===== config.mk =====
export PLATFORM = sky130hd
export DESIGN_NAME = keypad_code_lock_flat
export DESIGN_NICKNAME = d
export VERILOG_FILES = /design/src/rtl/core/kcl_pkg.sv /design/src/rtl/core/kcl_channels.sv /design/src/rtl/core/kcl_front.sv /design/src/rtl/core/kcl_queue.sv /design/src/rtl/core/kcl_back.sv /design/src/rtl/core/keypad_code_lock.sv /design/src/flat_wrapper.sv
export SDC_FILE = /design/constraint.sdc
export NUM_CORES = 1
export LEC_CHECK = 0
export ABC_AREA = 0
export BUFFER_PORTS_ARGS = -buffer_cell sky130_fd_sc_hd__buf_2
export CORE_MARGIN = 10
export CORE_UTILIZATION = 60
export CTS_BUF_LIST = sky130_fd_sc_hd__clkbuf_8
export CTS_CLUSTER_SIZE = 12
export DETAILED_ROUTE_END_ITERATION = 8
export PLACE_DENSITY = 0.89
export RECOVER_POWER = 25
export REMOVE_ABC_BUFFERS = 1
export SETUP_SLACK_MARGIN = 0.3
export SLEW_MARGIN = 10
export SYNTH_ARGS = -nofsm -noshare
export SYNTH_HDL_FRONTEND = slang
export SYNTH_HIERARCHICAL = 1
export SYNTH_SLANG_ARGS = --single-unit

===== constraint.sdc =====
create_clock -name clk -period 4.8 [get_ports clk]
set_input_delay 0.48 -clock clk [delete_from_list [all_inputs] [get_ports clk]]
set_output_delay 0.48 -clock clk [all_outputs]
set_load 0.01 [all_outputs]

===== src/rtl/core/kcl_pkg.sv =====
// shared types and constants for the keypad code lock
// no dependencies; imported by every other file of the block except kcl_channels

package kcl_pkg;

  // status codes of a result word
  typedef enum logic [2:0] {
    ST_NONE       = 3'd0,
    ST_KEY        = 3'd1,
    ST_RIGHT      = 3'd2,
    ST_WRONG      = 3'd3,
    ST_LOCK_START = 3'd4,
    ST_LOCK_TICK  = 3'd5,
    ST_LOCK_END   = 3'd6
  } kcl_status_t;

  // command codes of an input word
  localparam logic CMD_SCAN = 1'b0;
  localparam logic CMD_TICK = 1'b1;

  // register indexes on the configuration port
  localparam logic [1:0] REG_CODE_KEYS       = 2'd0;
  localparam logic [1:0] REG_MAX_FAILURES    = 2'd1;
  localparam logic [1:0] REG_LOCKOUT_SECONDS = 2'd2;

  localparam logic [15:0] CODE_KEYS_RESET       = 16'h4210;
  localparam logic [3:0]  MAX_FAILURES_RESET    = 4'd5;
  localparam logic [5:0]  LOCKOUT_SECONDS_RESET = 6'd30;

  localparam logic [5:0] ELAPSED_MAX = 6'd63;

  // classification queue between front and back
  localparam int QUEUE_DEPTH = 2;
  localparam int QUEUE_PTR_W = $clog2(QUEUE_DEPTH);
  localparam int QUEUE_CNT_W = $clog2(QUEUE_DEPTH + 1);

  // classified input word
  typedef struct packed {
    logic       is_tick;
    logic       key_valid;
    logic [3:0] key_pos;
  } kcl_word_t;

  // configuration registers as seen by the back end
  typedef struct packed {
    logic [15:0] code_keys;
    logic [3:0]  max_failures;
    logic [5:0]  lockout_seconds;
  } kcl_cfg_t;

endpackage


===== src/rtl/core/kcl_channels.sv =====
// valid/ready channel interfaces for the keypad code lock
// input channel carries scan words, output channel carries result words

interface kcl_in_if;
  logic       valid;
  logic       ready;
  logic       command;
  logic [7:0] scan_code;

  modport source (output valid, output command, output scan_code, input ready);
  modport sink (input valid, input command, input scan_code, output ready);
endinterface

interface kcl_out_if;
  logic       valid;
  logic       ready;
  logic [2:0] status;
  logic [3:0] key_position;
  logic [3:0] failure_count;
  logic [5:0] wait_elapsed;

  modport source (output valid, output status, output key_position,
                  output failure_count, output wait_elapsed, input ready);
  modport sink (input valid, input status, input key_position,
                input failure_count, input wait_elapsed, output ready);
endinterface


===== src/rtl/core/kcl_front.sv =====
// front end: accepts input words and decodes scan codes into key positions
// depends on kcl_pkg and kcl_in_if

module kcl_front import kcl_pkg::*; (
  kcl_in_if.sink    entry,
  input  logic      queue_full,
  output logic      push,
  output kcl_word_t push_word
);

  // one-cold nibble to index, valid flag in bit 2
  function automatic logic [2:0] cold_index(input logic [3:0] nib);
    logic [2:0] r;
    case (nib)
      4'b1110: r = 3'b100;
      4'b1101: r = 3'b101;
      4'b1011: r = 3'b110;
      4'b0111: r = 3'b111;
      default: r = 3'b000;
    endcase
    return r;
  endfunction

  logic [2:0] row;
  logic [2:0] col;

  assign row = cold_index(entry.scan_code[3:0]);
  assign col = cold_index(entry.scan_code[7:4]);

  assign entry.ready = !queue_full;
  assign push        = entry.valid && !queue_full;

  always_comb begin
    push_word.is_tick   = (entry.command == CMD_TICK);
    push_word.key_valid = row[2] && col[2];
    push_word.key_pos   = {row[1:0], col[1:0]};
  end

endmodule


===== src/rtl/core/kcl_queue.sv =====
// short queue of classified words between front and back end
// depends on kcl_pkg

module kcl_queue import kcl_pkg::*; (
  input  logic      clk,
  input  logic      rst,
  input  logic      push,
  input  kcl_word_t push_word,
  output logic      full,
  input  logic      pop,
  output kcl_word_t pop_word,
  output logic      empty
);

  kcl_word_t                mem [QUEUE_DEPTH];
  logic [QUEUE_PTR_W-1:0]   wr_ptr;
  logic [QUEUE_PTR_W-1:0]   rd_ptr;
  logic [QUEUE_CNT_W-1:0]   count;

  assign full     = (count == QUEUE_CNT_W'(QUEUE_DEPTH));
  assign empty    = (count == '0);
  assign pop_word = mem[rd_ptr];

  always_ff @(posedge clk) begin
    if (push) begin
      mem[wr_ptr] <= push_word;
    end
  end

  always_ff @(posedge clk) begin
    if (rst) begin
      wr_ptr <= '0;
      rd_ptr <= '0;
      count  <= '0;
    end else begin
      if (push) begin
        wr_ptr <= (wr_ptr == QUEUE_PTR_W'(QUEUE_DEPTH - 1)) ? '0 : wr_ptr + 1'b1;
      end
      if (pop) begin
        rd_ptr <= (rd_ptr == QUEUE_PTR_W'(QUEUE_DEPTH - 1)) ? '0 : rd_ptr + 1'b1;
      end
      case ({push, pop})
        2'b10:   count <= count + 1'b1;
        2'b01:   count <= count - 1'b1;
        default: count <= count;
      endcase
    end
  end

endmodule


===== src/rtl/core/kcl_back.sv =====
// back end: entry collection, code compare, failure count and lockout timer
// depends on kcl_pkg and kcl_out_if; result held in an output register

module kcl_back import kcl_pkg::*; #(
  parameter int CODE_LENGTH = 4
) (
  input  logic      clk,
  input  logic      rst,
  input  kcl_cfg_t  cfg,
  input  logic      queue_empty,
  input  kcl_word_t word,
  output logic      pop,
  kcl_out_if.source result
);

  localparam int IDX_W = (CODE_LENGTH > 1) ? $clog2(CODE_LENGTH) : 1;

  logic [3:0]       entered_keys [CODE_LENGTH];
  logic [IDX_W-1:0] entry_count;
  logic [3:0]       fail_counter;
  logic             locked;
  logic [5:0]       lock_elapsed;

  logic [IDX_W-1:0] entry_count_next;
  logic [3:0]       fail_counter_next;
  logic             locked_next;
  logic [5:0]       lock_elapsed_next;
  logic             store_key;
  kcl_status_t      status_next;
  logic [3:0]       key_next;
  logic [5:0]       wait_next;
  logic             match;
  logic [5:0]       elapsed_inc;
  logic [3:0]       fail_inc;

  assign pop = !queue_empty && (!result.valid || result.ready);

  // all earlier positions plus the key now arriving at the last position
  always_comb begin
    match = (word.key_pos == 4'(cfg.code_keys >> (4 * (CODE_LENGTH - 1))));
    for (int i = 0; i < CODE_LENGTH - 1; i++) begin
      if (entered_keys[i] != 4'(cfg.code_keys >> (4 * i))) begin
        match = 1'b0;
      end
    end
  end

  assign elapsed_inc = (lock_elapsed < ELAPSED_MAX) ? lock_elapsed + 6'd1 : lock_elapsed;
  assign fail_inc    = (fail_counter < 4'd15) ? fail_counter + 4'd1 : fail_counter;

  always_comb begin
    entry_count_next  = entry_count;
    fail_counter_next = fail_counter;
    locked_next       = locked;
    lock_elapsed_next = lock_elapsed;
    store_key         = 1'b0;
    status_next       = ST_NONE;
    key_next          = 4'd0;
    wait_next         = 6'd0;
    if (word.is_tick) begin
      if (locked) begin
        wait_next = elapsed_inc;
        if (elapsed_inc >= cfg.lockout_seconds) begin
          locked_next       = 1'b0;
          lock_elapsed_next = 6'd0;
          fail_counter_next = 4'd0;
          status_next       = ST_LOCK_END;
        end else begin
          lock_elapsed_next = elapsed_inc;
          status_next       = ST_LOCK_TICK;
        end
      end
    end else if (!locked && word.key_valid) begin
      key_next  = word.key_pos;
      store_key = 1'b1;
      if (entry_count != IDX_W'(CODE_LENGTH - 1)) begin
        entry_count_next = entry_count + 1'b1;
        status_next      = ST_KEY;
      end else begin
        entry_count_next = '0;
        if (match) begin
          fail_counter_next = 4'd0;
          status_next       = ST_RIGHT;
        end else begin
          fail_counter_next = fail_inc;
          if (fail_inc >= cfg.max_failures) begin
            locked_next       = 1'b1;
            lock_elapsed_next = 6'd0;
            status_next       = ST_LOCK_START;
          end else begin
            status_next = ST_WRONG;
          end
        end
      end
    end
  end

  always_ff @(posedge clk) begin
    if (pop && store_key) begin
      entered_keys[entry_count] <= word.key_pos;
    end
  end

  always_ff @(posedge clk) begin
    if (pop) begin
      result.status        <= status_next;
      result.key_position  <= key_next;
      result.failure_count <= fail_counter_next;
      result.wait_elapsed  <= wait_next;
    end
  end

  always_ff @(posedge clk) begin
    if (rst) begin
      entry_count  <= '0;
      fail_counter <= 4'd0;
      locked       <= 1'b0;
      lock_elapsed <= 6'd0;
      result.valid <= 1'b0;
    end else begin
      if (pop) begin
        entry_count  <= entry_count_next;
        fail_counter <= fail_counter_next;
        locked       <= locked_next;
        lock_elapsed <= lock_elapsed_next;
        result.valid <= 1'b1;
      end else if (result.ready) begin
        result.valid <= 1'b0;
      end
    end
  end

endmodule


===== src/rtl/core/keypad_code_lock.sv =====
// keypad code lock: one result word per input word, scan code or second tick
// when idle, an accepted input word goes through the queue, then the output register, to its result word
// throughput: one word per cycle while the result channel is not stalled, set by the lock state update
// the two-entry queue lets input words keep flowing while a result is stalled
// reset (rst, synchronous): queue empty, entry and failure counts zero,
// unlocked, registers back to code 0x4210, five failures, thirty seconds

module keypad_code_lock import kcl_pkg::*; #(
  parameter int CODE_LENGTH = 4
) (
  input  logic        clk,
  input  logic        rst,
  kcl_in_if.sink      entry,
  kcl_out_if.source   result,
  // configuration port
  input  logic        psel,
  input  logic        penable,
  input  logic        pwrite,
  input  logic [3:0]  paddr,
  input  logic [31:0] pwdata,
  output logic [31:0] prdata,
  output logic        pready
);

  kcl_cfg_t   cfg;
  logic [1:0] reg_index;
  logic       cfg_write;

  logic       push;
  kcl_word_t  push_word;
  logic       queue_full;
  logic       pop;
  kcl_word_t  pop_word;
  logic       queue_empty;

  // registers on word boundaries, index from the upper address bits
  assign reg_index = paddr[3:2];
  assign pready    = 1'b1;
  assign cfg_write = psel && penable && pwrite && pready;

  always_ff @(posedge clk) begin
    if (rst) begin
      cfg.code_keys       <= CODE_KEYS_RESET;
      cfg.max_failures    <= MAX_FAILURES_RESET;
      cfg.lockout_seconds <= LOCKOUT_SECONDS_RESET;
    end else if (cfg_write) begin
      case (reg_index)
        REG_CODE_KEYS:       cfg.code_keys       <= pwdata[15:0];
        REG_MAX_FAILURES:    cfg.max_failures    <= pwdata[3:0];
        REG_LOCKOUT_SECONDS: cfg.lockout_seconds <= pwdata[5:0];
        default: ;
      endcase
    end
  end

  // read back, unused addresses read zero
  always_comb begin
    case (reg_index)
      REG_CODE_KEYS:       prdata = {16'd0, cfg.code_keys};
      REG_MAX_FAILURES:    prdata = {28'd0, cfg.max_failures};
      REG_LOCKOUT_SECONDS: prdata = {26'd0, cfg.lockout_seconds};
      default:             prdata = 32'd0;
    endcase
  end

  // front: take input words and decode the scan code
  kcl_front u_front (
    .entry      (entry),
    .queue_full (queue_full),
    .push       (push),
    .push_word  (push_word)
  );

  // classified words wait here while the back end is stalled
  kcl_queue u_queue (
    .clk       (clk),
    .rst       (rst),
    .push      (push),
    .push_word (push_word),
    .full      (queue_full),
    .pop       (pop),
    .pop_word  (pop_word),
    .empty     (queue_empty)
  );

  // back: lock state update and registered result word
  kcl_back #(
    .CODE_LENGTH (CODE_LENGTH)
  ) u_back (
    .clk         (clk),
    .rst         (rst),
    .cfg         (cfg),
    .queue_empty (queue_empty),
    .word        (pop_word),
    .pop         (pop),
    .result      (result)
  );

endmodule


===== src/flat_wrapper.sv =====
// flat-port wrapper written by rule: the top's interface ports become plain ports
module keypad_code_lock_flat import kcl_pkg::*;
#(
  parameter int CODE_LENGTH = 4
)
  (clk, rst, psel, penable, pwrite, paddr, pwdata, prdata, pready, entry_valid, entry_command, entry_scan_code, entry_ready, result_valid, result_status, result_key_position, result_failure_count, result_wait_elapsed, result_ready);
  kcl_in_if entry_i ();
  kcl_out_if result_i ();
  input  logic clk;
  input  logic rst;
  input  logic psel;
  input  logic penable;
  input  logic pwrite;
  input  logic [3:0] paddr;
  input  logic [31:0] pwdata;
  output logic [31:0] prdata;
  output logic pready;
  input wire logic [$bits(entry_i.valid)-1:0] entry_valid;
  input wire logic [$bits(entry_i.command)-1:0] entry_command;
  input wire logic [$bits(entry_i.scan_code)-1:0] entry_scan_code;
  output wire logic [$bits(entry_i.ready)-1:0] entry_ready;
  output wire logic [$bits(result_i.valid)-1:0] result_valid;
  output wire logic [$bits(result_i.status)-1:0] result_status;
  output wire logic [$bits(result_i.key_position)-1:0] result_key_position;
  output wire logic [$bits(result_i.failure_count)-1:0] result_failure_count;
  output wire logic [$bits(result_i.wait_elapsed)-1:0] result_wait_elapsed;
  input wire logic [$bits(result_i.ready)-1:0] result_ready;
  assign entry_i.valid = entry_valid;
  assign entry_i.command = entry_command;
  assign entry_i.scan_code = entry_scan_code;
  assign entry_ready = entry_i.ready;
  assign result_valid = result_i.valid;
  assign result_status = result_i.status;
  assign result_key_position = result_i.key_position;
  assign result_failure_count = result_i.failure_count;
  assign result_wait_elapsed = result_i.wait_elapsed;
  assign result_i.ready = result_ready;
  keypad_code_lock #(.CODE_LENGTH(CODE_LENGTH)) u_core (.clk(clk), .rst(rst), .entry(entry_i), .result(result_i), .psel(psel), .penable(penable), .pwrite(pwrite), .paddr(paddr), .pwdata(pwdata), .prdata(prdata), .pready(pready));
endmodule

Word-level counts from Yosys, hierarchy flattened
Memory sizes are Yosys's and may differ from the RTL's. A register that Yosys moved wholly into a read port is not among the register bits.
Cells that the tools add are included.
- register bits: 61
- RAM bits: 28
- input port bits: 52
- output and inout bits: 52
- logic and storage cells: 126
- memories kept: 2
- memory list (name ; words ; bits a word ; rd ports ; clocked after memory_dff ; wr ports ; line ; RTL):
    u_core.u_back.entered_keys ; 4 ; 4 ; 3 ; 0 ; 1 ; kcl_back.sv:18 ; logic [3:0] entered_keys [CODE_LENGTH];
    u_core.u_queue.mem ; 2 ; 6 ; 1 ; 1 ; 1 ; kcl_queue.sv:15 ; kcl_word_t mem [QUEUE_DEPTH];
- $add $sub $neg: 7
- $lt $le $gt $ge: 4
- eq/ne operators: 21
- multiplexer cells: 49
- bitwise operators: 2
- reductions and logical operators: 26
- operators by type and width (cell ; number):
    6-bit 2-to-1 mux ; 8
    16-bit one-hot mux with 3 select lines ; 1
    4-bit 2-to-1 mux ; 7
    4-bit == test, second input constant ; 6
    3-bit one-hot mux with 4 select lines ; 2
    1-bit 2-to-1 mux ; 22
    3-bit 2-to-1 mux ; 6
    4-bit != test ; 3
    4-bit by 3-bit == test with 1-bit output, second input constant ; 2
    2-bit AND reduction ; 4
    2-bit nonzero test ; 4
    1-bit logical AND ; 7
    6-bit by 1-bit adder with 6-bit output, second input constant ; 1
    2-bit == test, second input constant ; 3
    6-bit >= comparator ; 1
    6-bit less-than comparator, second input constant ; 1
    6-bit AND reduction ; 1
    5-bit AND reduction ; 1
    2-bit by 1-bit adder with 2-bit output, second input constant ; 2
    4-bit by 1-bit adder with 4-bit output, second input constant ; 1
    2-bit by 1-bit == test with 1-bit output, second input constant ; 2
    4-bit == test ; 1
    4-bit >= comparator ; 1
    1-bit zero test ; 4
    12 further kinds ; 18

Depth between registers and ports, before layout
Gate-level depths: netlist of run 1.
An unclocked memory read counts as a cell.
- depth in word-level cells: 9
- mapped depth: 13
- depth with buffers taken out: 13

By module
Netlist of run 1, hierarchy kept.
- by module, submodules not included (module ; times used ; cells an instance ; area each (µm²)):
    kcl_back ; 1 ; 232 ; 2398.6
    keypad_code_lock ; 1 ; 159 ; 1457.6
    kcl_queue ; 1 ; 41 ; 636.9
    kcl_front ; 1 ; 18 ; 132.6

Worst setup path before layout of run 1
No wires, ideal clock.
- kind: register -> register
- from: reg u_core.u_back.lock_elapsed[0]
- to: reg u_core.u_back.lock_elapsed[0]
- setup time: 0.120 ns
- arrival time: 2.715 ns
- path slack: 1.965 ns
- stages on the path, launching flop included: 12
- path buffers: 0
- period minus slack after synthesis: 2.835 ns
- cell sequence: dfxtp_1 > ha_1 > and2_1 > nand4_1 > mux2i_1 > inv_1 > ha_1 > a211oi_1 > o311ai_1 > nor2_1 > and4b_1 > a211o_2
- longest elaborated chain between the ends: 6
- ends and longest elaborated chain (what ; line ; RTL):
    start: declaration ; kcl_back.sv:22 ; logic [5:0] lock_elapsed;
    start signal: assignment ; kcl_back.sv:125 ; lock_elapsed <= lock_elapsed_next;
    6-bit by 1-bit adder with 6-bit output / 6-bit less-than comparator (equally long branches) ; kcl_back.sv:48 ; assign elapsed_inc = (lock_elapsed < ELAPSED_MAX) ? lock_elapsed + 6'd1 : lock_elapsed;
    6-bit 2-to-1 mux * ; kcl_back.sv:48 ;
    net u_core.u_back.elapsed_inc[1] ; kcl_back.sv:33 ; logic [5:0] elapsed_inc;
    6-bit >= comparator * ; kcl_back.sv:63 ; if (elapsed_inc >= cfg.lockout_seconds) begin
    6-bit 2-to-1 mux * ; kcl_back.sv:63 ;
    6-bit 2-to-1 mux * ; kcl_back.sv:61 ; if (locked) begin
    6-bit 2-to-1 mux * ; kcl_back.sv:60 ; if (word.is_tick) begin
The timed path passes the listed nets; every way through them passes the cells marked *. The select of a mux whose other input is x is not followed.
A chain may end at the register's enable or synchronous reset.

Worst setup path in the final report of run 1
Same ends and word-level chain as after synthesis.

==> impl_metrics.py, run 1 <==
metrics = {
    "clocking": {
        "htreeDepth": 3,
        "clk_pin_slew_ns": 0.08,
        "cts-buffers-inserted": 9,
        "root_buffer": "clkbuf_8",
        "cts_tree": "done",
        "clk_path_buf_depth": 2,
        "cts_resized": 0,
        "cts_sinks": 86,
        "ctsHoldBuffers": 0,
        "clk_latency_ns": 0.36,
        "postCtsSetupBuffers": 0,
    },
    "timing": {
        "max_clock_freq_mhz": 295.5,
        "fin_crit_ns": 3.384,
        "skew_ns": 0.006293,
        "final.setup.tns_ns": 0,
        "setup_viol": 0,
        "drv_slew": 68,
        "worst_slack_ns": 1.416,
        "rsz0062_at_grt": "false",
        "relSlewSlack_pct": -60.62,
        "hold_viol_final": 0,
        "worst_pin_slew_ns": 2.409,
        "fin_crit_sh_pct": 70.51,
    },
    "detailed_routing": {
        "viasPerCell": 5.436,
        "post_drt_wl_per_cell_um": 16.04,
        "firstDrtPassIters": 5,
        "ant_nets": 0,
        "wl_um": 9896,
        "drt_iter0_markers": 217,
        "drcViolationCount": 0,
        "vias": 3354,
    },
    "floorplanning": {
        "core_area_um2": 7370,
        "die_w_um": 107.8,
        "ios": 104,
        "rows": 31,
        "die_area_um2": 11620,
        "start_util_pct": 62.77,
        "die_h_um": 107.8,
    },
    "critical_path": {
        "reg2reg_to": "u_core/u_back/lock_elapsed[0]",
        "cp.required_ns": 5.05,
        "worstSetupPathType": "flip-flop to flip-flop",
        "r2r_cells": 11,
        "setup.worst_path.start_class": "flip-flop",
        "crit_arrival_ns": 3.64,
        "r2r_start": "u_core/u_back/lock_elapsed[0]",
        "r2r_slack_ns": 1.42,
        "path_max_fanout": 7,
        "endpoint_kind": "flip-flop",
    },
    "synth": {
        "seq_area_frac_synth_pct": 46.09,
        "ys_seq_elements": 86,
        "yosysUniqueCellTypes": 48,
        "synth-compound-area-share_pct": 5.518,
        "synth-async-reset-ratio_pct": 0,
        "synth_fa_ha_area_share_pct": 4.598,
        "synth_flop_cell": "dfxtp_1",
        "yosys_warnings": 6,
        "yosys.area_share.xor_xnor_pct": 4.923,
        "yosysTopAreaCell": "edfxtp_1",
        "synth_edf_count": 41,
        "synth-simple-area-share_pct": 21.45,
        "muxShareOfSynthArea_pct": 10.68,
        "syn_inst": 450,
        "synth.most_common_cell": "nor2_1",
        "synth_top_family_by_area": "simple AND/OR/NAND/NOR gates",
        "synth_common_cells": "nor2_1, dfxtp_1, edfxtp_1, mux2i_1, nand2b_1",
        "yosys-top-cells-area": "edfxtp_1, dfxtp_1, mux2i_1, nand2b_1, ha_1",
        "syn_area_per_cell_um2": 10.28,
        "synth_top_cell_area_share_pct": 26.62,
        "syn_area_um2": 4626,
    },
    "global_route": {
        "grt-ovfl-total": 0,
        "grt_max_degree": 68,
        "antenna_found_initial": 0,
        "grt.total_usage_pct": 17.11,
        "grt_pass1_vias": 3466,
        "grt_pass1_wl_um": 16190,
    },
    "placed_design": {
        "place_hpwl_um": 7487,
        "gp_congestion": 0.8925,
        "io_buffers": 68,
        "pre_cts_slack_ns": 1.546,
    },
    "hold_path": {
        "whs_path_depth": 1,
        "hold_start": "entry_command",
        "whs_endpoint": "u_core/u_queue/mem[0][5]",
        "hold_path_class": "input port to flip-flop",
    },
    "final_layout": {
        "syn_to_final_growth_pct": 9.440,
        "post-route-util_pct": 68.69,
        "layout-drive-gt1-share_pct": 16.02,
        "fillers": 586,
        "fin_nets": 582,
        "diodes": 0,
    },
    "outcome": {
        "status": "finished, violations left",
        "violations": "max-capacitance violations, max-slew violations",
    },
    "power": {
        "power_density_nw_per_um2": 376.7,
        "vdd_drop_max_uv": 245.4,
        "fin_total_pwr_mw": 1.907,
        "p_leak_nw": 2.138,
    },
    "run": {
        "maxCapViolCount": 1,
    },
}
-- flip-flops by register name (all words and copies together), names as in the netlist, named ones only --
| name | cells |
|---|---|
| u_core/u_back/locked | 1 |
| u_core/u_back/result.valid | 1 |
| u_core/u_queue/rd_ptr | 1 |
| u_core/u_queue/wr_ptr | 1 |
| u_core/u_back/result.failure_count | 4 |
| u_core/u_back/entered_keys | 12 |
| u_core/u_back/lock_elapsed | 6 |
| u_core/u_back/result.wait_elapsed | 6 |
| u_core/cfg | 26 |
| u_core/u_queue/count | 2 |
| u_core/u_back/result.status | 3 |
| u_core/u_back/fail_counter | 4 |
| u_core/u_back/entry_count | 2 |
| u_core/u_queue/mem | 12 |
| u_core/u_back/result.key_position | 4 |
-- critical path, cell delays in order, from the launching register on --
cell and delay, ns:
dfxtp_1 0.40, ha_1 0.20, and2_1 0.17, nand4_1 0.29, mux2i_1 0.34, inv_1 0.08
ha_1 0.27, a211oi_1 0.08, o311ai_1 0.77, nor2_1 0.11, and4b_1 0.31, a211o_2 0.25
-- cells by family (layout without fill, tap and decap cells) --
group                      Yosys count  count (layout)
and+or+nand+nor                    181             181
buffers and inverters               52             105
muxes                               48              48
xor gates and xnor gates            26              26
adders and majority gates           17              17
DFF                                 86              86
AOI/OAI and AO/OA                   38              38
other                                2              17
-- where the power goes --
group | switching (mW) | total (mW) | internal (mW) | leakage [nW]
Combinational | 0.321 | 0.505 | 0.185 | 1.29
Sequential | 0.0616 | 0.972 | 0.911 | 0.756
Clock | 0.249 | 0.429 | 0.181 | 0.0942
-- area by class of cell --
cell class / instances / area [um^2] / area share [%]
multi-input combinational: 327 / 2242 / 44.29
clock buffer: 9 / 123.9 / 2.447
clock inverter: 7 / 36.28 / 0.7168
sequential: 86 / 2132 / 42.12
tap: 99 / 123.9 / 2.447
timing repair buffer: 69 / 329.1 / 6.500
inverter: 20 / 75.07 / 1.483
-- worst max path at each step --
stage,start,endpoint,slack (ns),depth (start not counted)
final,u_core/u_back/lock_elapsed[0],u_core/u_back/lock_elapsed[0],1.42,11
after global routing,u_core/u_back/lock_elapsed[0],u_core/u_back/lock_elapsed[0],1.14,11
after CTS,u_core/u_back/lock_elapsed[0],u_core/u_back/lock_elapsed[0],1.53,11
after detailed placement,u_core/u_back/lock_elapsed[0],u_core/u_back/lock_elapsed[0],1.55,11
after global placement,u_core/u_back/lock_elapsed[0],u_core/u_back/lock_elapsed[0],1.62,11
after floorplan,u_core/u_back/lock_elapsed[0],u_core/u_back/lock_elapsed[0],1.96,11
-- metrics by stage --
stage | instances | cell area, um^2 | hold WS [ns]
6_report | 617 | 5062 | 0.3130
2_1_floorplan | 433 | 4453 | 0.4570
4_1_cts | 617 | 5085 | 0.3024
5_1_grt | 617 | 5062 | 0.3046
3_3_place_gp | 601 | 4925 | 0.4741
3_5_place_dp | 601 | 4925 | 0.4856
-- routing by layer --
metal	up-vias	part of all wire, %	GRT usage (%)
met5	-	0	0
met4	0	1.6	6.011
met2	98	49	29.62
li1	1642	-	-
met1	1601	43	19.71
met3	13	5.9	4.790
-- cells in the final DEF (no fill, tap or decap), types with 3 or more instances in the layout --
| cell type | instances |
|---|---|
| nand4_1 | 6 |
| xnor2_1 | 21 |
| edfxtp_1 | 41 |
| mux2_1 | 4 |
| o21ai_0 | 13 |
| and3_1 | 9 |
| nand2b_1 | 36 |
| dfxtp_1 | 45 |
| conb_1 | 17 |
| clkbuf_8 | 9 |
| inv_1 | 23 |
| mux2_2 | 7 |
| nor3_1 | 6 |
| nor2_1 | 46 |
| buf_2 | 53 |
| ha_1 | 17 |
| and2_1 | 18 |
| nand4b_1 | 3 |
| nand3_1 | 11 |
| nor3b_1 | 5 |
| and2b_2 | 3 |
| nor2b_1 | 7 |
| a311oi_1 | 3 |
| xor2_1 | 5 |
| clkbuf_1 | 15 |
| nand2_1 | 23 |
| mux2i_1 | 37 |
| a21oi_1 | 9 |
Note: power is estimated with default switching activity, not from simulation.
==> run 2, diff against run 1 <==
CORE_UTILIZATION = 51   (was 60)
PLACE_DENSITY = 0.81   (was 0.89)
clock period = 2.95 ns   (was 4.8 ns; I/O delays follow)
==> run 2 against run 1 <==
Against the previous run: the run now ends clean; core utilization decreased by 7.3 points; die area is 14% higher; sequential share of layout area fell by 2.3 points; wire length increased by 5.6%; via count is 3.8% higher; register-to-register slack got worse by 1.1 ns; first-iteration DRC count is 17% lower; final cell count up 4.4%; global-route usage is 1.7 points lower; highest routed layer unchanged.
==> impl_metrics.py, run 2 (synthesis results as in run 1) <==
metrics = {
    "floorplanning": {
        "start_util_pct": 52.78,
        "core_area_um2": 8763,
        "die_h_um": 115.2,
        "ios": 104,
        "die_area_um2": 13280,
        "die_w_um": 115.2,
        "rows": 34,
    },
    "final_layout": {
        "layout-drive-gt1-share_pct": 23.88,
        "stdcell_count": 644,
        "largest_register_ffs": 26,
        "top_regs": "u_core/cfg x26, u_core/u_back/entered_keys x12, u_core/u_queue/mem x12",
        "syn_to_final_growth_pct": 16.28,
        "finalInstanceArea_um2": 5379,
        "final_cell_mix": "buf_2, nor2_1, dfxtp_1, edfxtp_1",
        "fin_nets": 600,
        "diodes": 0,
        "layout_commonest_cell": "buf_2",
        "largest-register": "u_core/cfg",
        "post-route-util_pct": 61.38,
        "fillers": 735,
    },
    "detailed_routing": {
        "firstDrtPassIters": 5,
        "drt_iter0_markers": 181,
        "ant_nets": 0,
        "post_drt_wl_per_cell_um": 16.23,
        "drcViolationCount": 0,
        "vias": 3481,
        "viasPerCell": 5.405,
        "wl_um": 10450,
    },
    "power": {
        "p_sw_share_pct": 32.42,
        "combinationalPowerShare_pct": 27.1,
        "p_leak_nw": 2.233,
        "pwr-share-seq_pct": 48.5,
        "clkPwrFrac_pct": 24.4,
        "vdd_drop_max_uv": 285.8,
        "power_density_nw_per_um2": 605.5,
        "fin_total_pwr_mw": 3.257,
        "p_switching_mw": 1.056,
        "p_int_mw": 2.201,
    },
    "critical_path": {
        "reg2reg_to": "u_core/u_back/lock_elapsed[0]",
        "slowest_stage": "dfxtp_4",
        "crit_chain": "ha_4 > and2_4 > nand4_1 > nand3_1 > o21ai_2 > inv_1 > ha_1 > nand3_2 > o311ai_2 > nor2_1 > and4b_1 > a211o_2",
        "cp.required_ns": 3.18,
        "max_stage_delay_ns": 0.37,
        "r2r_start": "u_core/u_back/lock_elapsed[1]",
        "endpoint_kind": "flip-flop",
        "r2r_slack_ns": 0.27,
        "path_max_fanout": 4,
        "setup.worst_path.start_class": "flip-flop",
        "r2r_cells": 12,
        "crit_arrival_ns": 2.92,
        "worstSetupPathType": "flip-flop to flip-flop",
    },
    "run": {
        "maxCapViolCount": 0,
    },
    "timing": {
        "skew_ns": 0.008341,
        "hold_slack_ns": 0.1619,
        "worst_slack_ns": 0.2685,
        "rsz0062_at_grt": "true",
        "setup_viol": 0,
        "max_clock_freq_mhz": 372.9,
        "final.setup.tns_ns": 0,
        "drv_slew": 0,
        "fin_crit_sh_pct": 90.90,
        "relSlewSlack_pct": 9.615,
        "worst_pin_slew_ns": 1.356,
        "fin_crit_ns": 2.681,
        "hold_viol_final": 0,
    },
    "placed_design": {
        "io_buffers": 68,
        "place_hpwl_um": 7641,
        "pre_cts_slack_ns": 0.1077,
        "placed_area_um2": 5011,
        "dpl.cell_count": 620,
        "gp_congestion": 0.8673,
    },
    "clocking": {
        "ctsHoldBuffers": 0,
        "htreeDepth": 3,
        "clk_pin_slew_ns": 0.08,
        "clk_path_buf_depth": 2,
        "root_buffer": "clkbuf_8",
        "cts_tree": "done",
        "cts_sinks": 86,
        "clk_latency_ns": 0.35,
        "cts-buffers-inserted": 9,
    },
    "global_route": {
        "grt-ovfl-total": 0,
        "antenna_found_initial": 0,
        "grt_pass1_vias": 3552,
        "grt.total_usage_pct": 15.45,
        "grt_pass1_wl_um": 16770,
        "grt_max_degree": 29,
    },
    "hold_path": {
        "whs_path_depth": 1,
        "whs_endpoint": "u_core/u_queue/mem[1][5]",
        "hold_path_class": "input port to flip-flop",
        "hold_start": "entry_command",
    },
    "outcome": {
        "status": "finished, final reports clean",
    },
}
[run 2: cell count changes in the layout (fill, tap and decap cells not counted), sizes merged]
cell / previous run / this run
buf: 54 / 69
bufinv: 0 / 1
clkinv: 3 / 5
inv: 23 / 20
clkbuf: 24 / 27
[run 2: final cells by class]
| class | instances | area [um^2] | area share (%) |
|---|---|---|---|
| Multi-Input combinational cell | 327 | 2386 | 44.36 |
| Inverter | 20 | 75.07 | 1.396 |
| Tap cell | 108 | 135.1 | 2.512 |
| Clock inverter | 7 | 63.81 | 1.186 |
| Sequential cell | 86 | 2140 | 39.78 |
| Timing Repair Buffer | 87 | 455.4 | 8.467 |
| Clock buffer | 9 | 123.9 | 2.303 |
[run 2: worst max-delay path by stage]
| stage | from | endpoint | cells past startpoint | slack (ns) |
|---|---|---|---|---|
| after global routing | u_core/u_back/lock_elapsed[1] | u_core/u_back/lock_elapsed[0] | 13 | 0.16 |
| final | u_core/u_back/lock_elapsed[1] | u_core/u_back/lock_elapsed[0] | 12 | 0.27 |
| after CTS | u_core/u_back/lock_elapsed[1] | u_core/u_back/fail_counter[2] | 11 | 0.29 |
| after global placement | u_core/u_back/lock_elapsed[0] | u_core/u_back/fail_counter[2] | 11 | 0.17 |
| after detailed placement | u_core/u_back/lock_elapsed[0] | u_core/u_back/fail_counter[2] | 11 | 0.11 |
| after floorplan | u_core/u_back/lock_elapsed[0] | u_core/u_back/lock_elapsed[0] | 11 | 0.11 |
[run 2: critical path: cells and delay by family (launching register included)]
| family | cells | cell delay, ns |
|---|---|---|
| compound gates | 3 | 0.72 |
| flops | 1 | 0.37 |
| simple gates | 6 | 0.97 |
| buf+inv | 1 | 0.07 |
| fa+ha+maj | 2 | 0.46 |
[run 2: layer usage]
| layer | GRT usage (%) | wire, um |
|---|---|---|
| met5 | 0 | 0 |
| met3 | 3.177 | 641 |
| met4 | 6.848 | 172 |
| met1 | 17.92 | 4368 |
| met2 | 26.84 | 5267 |
[run 2: repair_timing]
action | 4_1_cts | 5_1_grt
setup endpoints to repair | 15 | 16
resized for setup | 10 | 25
gates cloned | 0 | 0
setup buffers | 3 | 5
pin swaps | 4 | 13
[run 2: power groups by stage]
stage	clock, mW	combinational, mW	sequential, mW
floorplan	0	0.495	1.63
global placement	0	0.831	1.60
detailed placement	0	0.870	1.60
CTS	0.812	0.884	1.58
global route	0.862	0.979	1.60
finish	0.796	0.882	1.58
==> run 3, diff against run 2 <==
REMOVE_ABC_BUFFERS = unset   (was 1)
==> run 3 against run 2 <==
Against the previous run: core utilization up 1.4 points; via count up 0.98%; worst hold slack worse by 0.046 ns; setup slack better by 0.0040 ns; sequential share of layout area down 0.94 points; first-iteration DRC count up 39%; register-to-register slack about the same.
==> impl_metrics.py, run 3 (synthesis results as in run 1) <==
metrics = {
    "critical_path": {
        "setup.worst_path.start_class": "flip-flop",
        "crit_arrival_ns": 2.96,
        "path_max_fanout": 5,
        "worstSetupPathType": "flip-flop to flip-flop",
        "cp.required_ns": 3.23,
        "endpoint_kind": "flip-flop",
    },
    "detailed_routing": {
        "post_drt_wl_per_cell_um": 16.94,
        "wl_um": 10890,
        "ant_nets": 0,
        "drt_iter0_markers": 251,
        "drcViolationCount": 0,
        "viasPerCell": 5.467,
        "vias": 3515,
        "firstDrtPassIters": 5,
    },
    "timing": {
        "rsz0062_at_grt": "true",
        "skew_ns": 0.009376,
        "hold_slack_ns": 0.1155,
        "fin_crit_sh_pct": 90.76,
        "worst_pin_slew_ns": 1.002,
        "hold_viol_final": 0,
        "drv_slew": 0,
        "setup_viol": 0,
        "fin_crit_ns": 2.678,
        "relSlewSlack_pct": 32.99,
        "max_clock_freq_mhz": 373.5,
    },
    "run": {
        "maxCapViolCount": 0,
    },
    "clocking": {
        "cts_tree": "done",
        "clk_latency_ns": 0.37,
        "cts_sinks": 86,
        "clk_pin_slew_ns": 0.09,
        "cts-buffers-inserted": 9,
        "clk_path_buf_depth": 2,
        "ctsHoldBuffers": 0,
        "htreeDepth": 3,
        "root_buffer": "clkbuf_8",
    },
    "floorplanning": {
        "die_w_um": 115.2,
        "start_util_pct": 52.78,
        "core_area_um2": 8763,
        "rows": 34,
        "die_h_um": 115.2,
        "die_area_um2": 13280,
        "ios": 104,
    },
    "final_layout": {
        "layout_commonest_cell": "buf_2",
        "diodes": 0,
        "seqCellArea_um2": 2137,
        "stdcell_count": 643,
        "largest-register": "u_core/cfg",
        "multiInputGateArea_um2": 2461,
        "syn_to_final_growth_pct": 18.96,
        "fillers": 666,
        "final_cell_mix": "buf_2, nor2_1, dfxtp_1, edfxtp_1, nand2b_1",
        "fin_nets": 599,
        "top_regs": "u_core/cfg x26, u_core/u_back/entered_keys x12, u_core/u_queue/mem x12",
        "largest_register_ffs": 26,
        "finalInstanceArea_um2": 5503,
        "layout-drive-gt1-share_pct": 25.61,
    },
    "placed_design": {
        "io_buffers": 68,
        "placed_area_um2": 5011,
        "dpl.cell_count": 619,
        "gp_congestion": 0.8406,
        "place_hpwl_um": 7512,
    },
    "power": {
        "p_int_mw": 2.305,
        "combinationalPowerShare_pct": 26.2,
        "p_leak_nw": 2.274,
        "clkPwrFrac_pct": 27.3,
        "p_sw_share_pct": 32.25,
        "pwr-share-seq_pct": 46.4,
        "p_switching_mw": 1.097,
        "vdd_drop_max_uv": 259.0,
        "power_density_nw_per_um2": 618.2,
    },
    "global_route": {
        "grt_pass1_wl_um": 16670,
        "grt-ovfl-total": 0,
        "grt_max_degree": 52,
        "grt_pass1_vias": 3476,
        "antenna_found_initial": 0,
        "grt.total_usage_pct": 15.43,
    },
    "hold_path": {
        "hold_path_class": "input port to flip-flop",
    },
    "outcome": {
        "status": "finished, final reports clean",
    },
}
## run 3: final timing paths
kind / from / end / slack (ns) / cells past startpoint
max reg2reg: u_core/u_back/lock_elapsed[0] / u_core/u_back/fail_counter[2] / 0.27 / 12
max: u_core/u_back/lock_elapsed[0] / u_core/u_back/fail_counter[2] / 0.27 / 12
min: entry_command / u_core/u_queue/mem[0][5] / 0.12 / 1
min reg2reg: u_core/u_back/entry_count[1] / u_core/u_back/entry_count[1] / 0.50 / 2
## run 3: metrics by stage
stage	TNS, ns	utilization [%]	power [mW]	setup WS (ns)
2_1_floorplan	0	-	2.173	0.2703
3_3_place_gp	0	57.18	2.431	0.08064
3_5_place_dp	-0.08462	57.18	2.469	-0.06232
4_1_cts	0	61.05	3.384	0.3032
5_1_grt	0	62.79	3.561	0.1893
6_report	0	62.79	3.402	0.2725
## run 3: area by class of cell
| class | instances | area share [%] |
|---|---|---|
| clock inverter | 7 | 1.751 |
| sequential | 86 | 38.84 |
| timing repair buffer | 86 | 8.618 |
| clock buffer | 9 | 2.251 |
| multi-input combinational | 327 | 44.72 |
| inverter | 20 | 1.364 |
| tap | 108 | 2.456 |
## run 3: power by group through the flow
stage / clock (mW) / combinational [mW] / sequential [mW]
floorplan: 0 / 0.552 / 1.62
global placement: 0 / 0.839 / 1.59
detailed placement: 0 / 0.866 / 1.60
CTS: 0.926 / 0.883 / 1.57
global route: 0.979 / 0.979 / 1.60
finish: 0.930 / 0.892 / 1.58
## run 3: timing repair
| item | CTS | global route |
|---|---|---|
| pin swaps | 10 | 10 |
| cloned | 0 | 0 |
| gates resized for setup | 19 | 32 |
| buffers inserted | 6 | 2 |
| setup endpoints to repair | 15 | 16 |
## run 3: layer usage
layer	vias up	track usage, %	share of wire [%]
met5	-	0	0
met4	0	6.271	2.4
met3	20	4.427	6.1
met2	127	25.94	50
met1	1684	18.07	41
li1	1684	-	-
## run 3: critical path: stages (launching register included)
cell and delay, ns:
dfxtp_2 0.35, ha_4 0.16, and2_4 0.16, nand2_1 0.09
mux2i_2 0.27, inv_1 0.15, ha_4 0.26, a21o_1 0.23
a21oi_4 0.22, o31ai_4 0.12, and2_4 0.18, a21o_1 0.21
a311oi_1 0.21
